===== src/hw/rtl/lsrs_pkg.sv =====
// ----------------------------------------------------------------------------
// lsrs_pkg
// Shared types and constants of the display link row sniffer: request and
// parser state codes, protocol bytes, frame store geometry and queue entry.
// ----------------------------------------------------------------------------
`timescale 1ns / 1ps

package lsrs_pkg;

  // frame store geometry
  localparam int STORE_DEPTH = 2048;
  localparam int ADDR_W      = 11;
  localparam int QUEUE_DEPTH = 2;

  // request codes
  localparam logic [1:0] REQ_BYTE = 2'd0;
  localparam logic [1:0] REQ_CS   = 2'd1;
  localparam logic [1:0] REQ_READ = 2'd2;

  // parser state codes
  localparam logic [2:0] ST_IDLE    = 3'd0;
  localparam logic [2:0] ST_BETWEEN = 3'd1;
  localparam logic [2:0] ST_ROW     = 3'd2;
  localparam logic [2:0] ST_DATA    = 3'd3;
  localparam logic [2:0] ST_DONE    = 3'd4;
  localparam logic [2:0] ST_ERROR   = 3'd5;

  // protocol bytes
  localparam logic [7:0] CMD_WRITE_LINE = 8'h01;
  localparam logic [7:0] TRAILER_BYTE   = 8'hFF;

  // store operation carried to the back end
  typedef enum logic [1:0] {
    OP_NONE,
    OP_WRITE,
    OP_READ
  } op_e;

  // one queued transaction, already classified by the front end
  typedef struct packed {
    op_e               op;
    logic [ADDR_W-1:0] addr;
    logic [7:0]        wdata;
    logic [2:0]        parser_state;
    logic [2:0]        error_state;
    logic              byte_error;
  } q_entry_t;

  // reasons for the front end to hold off input
  typedef struct packed {
    logic q_full;
    logic clear_busy;
  } front_hold_t;

endpackage


===== src/hw/rtl/lsrs_queue.sv =====
// ----------------------------------------------------------------------------
// lsrs_queue
// Two-entry queue decoupling the protocol parser from the frame store.
// ----------------------------------------------------------------------------
`timescale 1ns / 1ps

module lsrs_queue (
  input  logic               clk_i,
  input  logic               rst_ni,
  input  logic               push_i,
  input  lsrs_pkg::q_entry_t entry_i,
  input  logic               pop_i,
  output lsrs_pkg::q_entry_t entry_o,
  output logic               full_o,
  output logic               empty_o
);
  import lsrs_pkg::*;

  localparam int PTR_W = $clog2(QUEUE_DEPTH);

  q_entry_t         slot_q [QUEUE_DEPTH];
  logic [PTR_W-1:0] wptr_q, rptr_q;
  logic [PTR_W:0]   cnt_q;

  assign full_o  = (cnt_q == (PTR_W+1)'(QUEUE_DEPTH));
  assign empty_o = (cnt_q == '0);
  assign entry_o = slot_q[rptr_q];

  // storage
  always_ff @(posedge clk_i) begin
    if (push_i) begin
      slot_q[wptr_q] <= entry_i;
    end
  end

  // pointers and fill level
  always_ff @(posedge clk_i or negedge rst_ni) begin
    if (!rst_ni) begin
      wptr_q <= '0;
      rptr_q <= '0;
      cnt_q  <= '0;
    end else begin
      if (push_i) begin
        wptr_q <= (wptr_q == PTR_W'(QUEUE_DEPTH - 1)) ? '0 : wptr_q + PTR_W'(1);
      end
      if (pop_i) begin
        rptr_q <= (rptr_q == PTR_W'(QUEUE_DEPTH - 1)) ? '0 : rptr_q + PTR_W'(1);
      end
      if (push_i && !pop_i) begin
        cnt_q <= cnt_q + (PTR_W+1)'(1);
      end else if (pop_i && !push_i) begin
        cnt_q <= cnt_q - (PTR_W+1)'(1);
      end
    end
  end

endmodule


===== config.mk =====
export PLATFORM = sky130hd
export DESIGN_NAME = lsrs_queue
export DESIGN_NICKNAME = d
export VERILOG_FILES = /design/src/hw/rtl/lsrs_pkg.sv /design/src/hw/rtl/lsrs_queue.sv
export SDC_FILE = /design/constraint.sdc
export NUM_CORES = 1
export LEC_CHECK = 0
export ABC_AREA = 1
export BUFFER_PORTS_ARGS = -buffer_cell sky130_fd_sc_hd__buf_2
export CAP_MARGIN = 15
export CORE_UTILIZATION = 55
export DETAILED_ROUTE_END_ITERATION = 16
export MAX_ROUTING_LAYER = met4
export PLACE_DENSITY = 0.92
export SYNTH_ARGS = -nofsm -noshare
export SYNTH_HDL_FRONTEND = slang
export SYNTH_SLANG_ARGS = --single-unit
export TNS_END_PERCENT = 50

===== constraint.sdc =====
create_clock -name clk_i -period 4.4 [get_ports clk_i]
set_input_delay 0.44 -clock clk_i [delete_from_list [all_inputs] [get_ports clk_i]]
set_output_delay 0.44 -clock clk_i [all_outputs]
set_load 0.02 [all_outputs]

======== After elaboration in Yosys (flattened, before gate mapping) ========
Memories as Yosys holds them, arrays and structs flattened.
Index checks and enable logic that the tools add are counted.
Widths: inputs -> output; s select.
storage, ports and cells
  bits in registers ....................... 4
  memory bits (writable) .................. 56
  output and inout bits ................... 30
  memories ................................ 1
cells by class
  add/subtract/negate cells ............... 4
  equality and inequality tests ........... 1
  mux-type cells .......................... 6
  reductions and logical operators ........ 6
memory list
  name    depth  bits a word  rd ports  clocked after memory_dff  wr ports  line              text
  slot_q  2      28           1         0                         1         lsrs_queue.sv:21  q_entry_t slot_q [QUEUE_DEPTH];
operator list
  kind                 count
  $mux 1               4
  $mux 2               2
  $add 1x1->1 const B  2
  $add 2x1->2 const B  1
  $eq 2x2->1 const B   1
  $logic_and 1x1->1    2
  $logic_not 1->1      2
  $logic_not 2->1      1
  $reduce_bool 2->1    1
  $sub 2x1->2 const B  1

======== Longest topological paths before layout ========
  depth after elaboration ................. 4
  gate-level depth with buffers ........... 7

======== Worst setup path after synthesis ========
OpenSTA, ideal clock, no wires.
  kind .................................... input-to-reg
  start point ............................. input port push_i
  end point ............................... memory slot_q[0][0] (netlist bit) (enable)
  arrival ................................. 1.662 ns
  required time ........................... 3.987 ns
  path slack .............................. 2.324 ns
  stages .................................. 2
  cell sequence ........................... inv_1 nor2_1
between the ends
  cells in the longest elaborated chain, start to end .. 2
ends and longest elaborated chain
  item                          line              text
  from (decl)                   lsrs_queue.sv:10  input logic push_i,
  $mux 1                        lsrs_queue.sv:31  if (push_i) begin
  $mux 1 (not written as such)  lsrs_queue.sv:32  slot_q[wptr_q] <= entry_i;
  to (decl)                     lsrs_queue.sv:21
No other way between the ends.

==> flow_summary.json <==
{
  "hold_path.class": "input port to register",
  "cpLargestDelayFamily": "flip-flops",
  "crit_path_start_kind": "register",
  "crit_chain": "buf_4, mux2_2, buf_2",
  "status": "complete, no violations",
  "critPathMaxStageDelay_ns": 0.80,
  "placeableCoreArea_sq_um": 3970,
  "drc": 0,
  "dr.pass1.iters": 4,
  "reg2reg_depth": 2,
  "top_layer_used": "met4",
  "clk_pin_slew_ns": 0.06,
  "post_cts_buffers": 0,
  "grt_use_total_pct": 18.6,
  "cp_max_fo": 16,
  "cp.buffers_inverters": 2,
  "wl_met2_um": 1820,
  "io_pins": 62,
  "start_util_pct": 57.3,
  "slew_viol_final": 0,
  "worst_ep_arrival_time_ns": 2.03,
  "yosys_register_bits": 60,
  "r2r_setup_slack_ns": 2.71,
  "min_from": "entry_i[1]",
  "synth_fp_nets": 145,
  "path_class": "register to output pin",
  "nets": 217,
  "fin_skew_ns": 0.00336,
  "placed_area_sq_um": 2630,
  "port_buffers": 61,
  "rsz0062_at_grt": "no",
  "ant_nets": 0,
  "final_area_sq_um": 2790,
  "clkLatencyLatePin_ns": 0.32,
  "avgSynthCellArea_sq_um": 20.3,
  "wl_met3_um": 198,
  "area_delta_synth_final_pct": 22.4,
  "end_kind": "output pin",
  "rows": 23,
  "setup_viol": 0,
  "grt_start_max_net_pins": 29,
  "yosysSeqAreaShare_pct": 78.3,
  "finalWirelength_um": 3620,
  "hold_ws_ns": 0.307,
  "ys_warn_count": 0,
  "fin_crit_ns": 2.47,
  "min_path_cells": 1,
  "synth_cells": 112,
  "maxCapViolations": 0,
  "synth_cell_type_count": 15,
  "globalplace.congestion": 0.668,
  "p_leak_nw": 1.14,
  "worst_hold_path.endpoint": "slot_q[0][1]",
  "grt_overflow_total": 0,
  "cts_buffer_depth": 2,
  "finalHoldViolations": 0,
  "cts_buffers": 9,
  "fmax_mhz": 405,
  "cts_max_level": 3,
  "cts_root_buf": "clkbuf_8",
  "cts_tree": "done",
  "cp.required_ns": 3.96,
  "die_x_um": 66.3,
  "synth_top_area_share_pct": 73.9,
  "drt_iter0_drc": 65,
  "synth_area_leaders": "edfxtp_1 (74%), mux2_2 (8.9%), mux2_4 (6.6%)",
  "die_h_um": 66.3,
  "worst_pin_slew_ns": 1.14,
  "grt_pass1_wl_um": 5440,
  "antenna_found_initial": 0,
  "power_w": 0.00179,
  "reg2reg_from": "wptr_q",
  "timing.rr.end": "slot_q[0][17]",
  "power_density_nw_per_um2": 644,
  "synth_area_sq_um": 2270,
  "slew_headroom_pct": 23.6,
  "routed_via_density": 5.06,
  "timing.setup.tns_ns": 0,
  "clock-sinks": 60,
  "drt-met1-wl_um": 1540,
  "num_vias": 1204,
  "dp_hpwl_um": 2460,
  "synth_top_cell_by_area": "edfxtp_1",
  "period_share_pct": 56.1,
  "slowest_stage": "dfrtp_1",
  "drive_above_1_share_pct": 54.8,
  "grt_pass1_vias": 1231,
  "ir_drop_mv": 0.416,
  "layout.cells.non_filler": 238,
  "placed_cells": 222,
  "antenna_cells": 0,
  "die_area_sq_um": 4400,
  "wire_per_inst_um": 15.2
}
[state kept, by name (all words and copies together), names as in the netlist]
| signal | count |
|---|---|
| wptr_q | 1 |
| cnt_q | 2 |
| rptr_q | 1 |
| slot_q | 56 |
[through the flow]
stage	worst slack [ns]	utilization, %
floorplan	2.32	-
global placement	2.32	66.1
detailed placement	2.25	66.1
CTS	1.91	70.1
global route	1.85	70.1
finish	1.93	70.1
[how the worst max path moves through the flow]
| stage | slack, ns | endpoint | cells after the start | start |
|---|---|---|---|---|
| 2_1_floorplan | 2.32 | slot_q[0][0] | 2 | push_i |
| 3_3_place_gp | 2.32 | entry_o[0] | 3 | rptr_q |
| 3_5_place_dp | 2.25 | entry_o[7] | 3 | rptr_q |
| 4_1_cts | 1.91 | entry_o[7] | 3 | rptr_q |
| 5_1_grt | 1.85 | entry_o[27] | 3 | rptr_q |
| 6_report | 1.93 | entry_o[7] | 3 | rptr_q |
[metal layers]
layer,track usage (%),vias up
met5,-,-
met4,10.4,0
met3,4.66,6
met2,30.6,60
met1,20.5,574
li1,-,564
[placed cells by master (no fill, tap or decap), types with 4 or more instances in the layout]
master,n
clkbuf_8,9
dfrtp_1,4
mux2_4,10
nand2_1,5
buf_2,61
edfxtp_1,56
mux2_2,18
inv_1,7
[report_power, final]
| group | leakage, nW | switching, W | total [W] | internal, W |
|---|---|---|---|---|
| registers | 0.573 | 0.0000681 | 0.000831 | 0.000763 |
| logic | 0.486 | 0.000331 | 0.000586 | 0.000255 |
| clock network | 0.0780 | 0.000182 | 0.000377 | 0.000195 |
| total | 1.14 | 0.000582 | 0.00179 | 0.00121 |
[what timing repair did]
action / CTS / global route
hold buffers: 1 / 0
resized for setup: 0 / 0
hold endpoints to repair: 4 / 0
[synthesized netlist by cell type]
cell type  count
nand2_1        5
nand4_1        1
edfxtp_1      56
mux2_2        18
buf_6          1
mux2_4        10
buf_8          1
dfrtp_1        4
nor2_1         3
xor2_1         2
xnor2_1        1
inv_1          7
buf_4          1
nand3_1        1
ha_1           1
[layout make-up]
| cell class | instances | area, sq um |
|---|---|---|
| clock buffer | 11 | 131 |
| clock inverter | 4 | 17.5 |
| fill | 268 | 1190 |
| inverter | 7 | 26.3 |
| multi-input combinational | 42 | 435 |
| sequential | 60 | 1780 |
| tap | 50 | 62.6 |
| timing repair buffer | 64 | 330 |
[cells by family after synthesis]
family / count (synthesis) / synth area share (%)
adder cells (fa/ha/maj): 1 / 0.550
buffers and inverters: 10 / 2.64
AND/OR/NAND/NOR: 10 / 1.82
flip-flops: 60 / 78.3
multiplexers: 28 / 15.5
XOR/XNOR: 3 / 1.16
No activity file was read; power rests on OpenSTA's default activity.
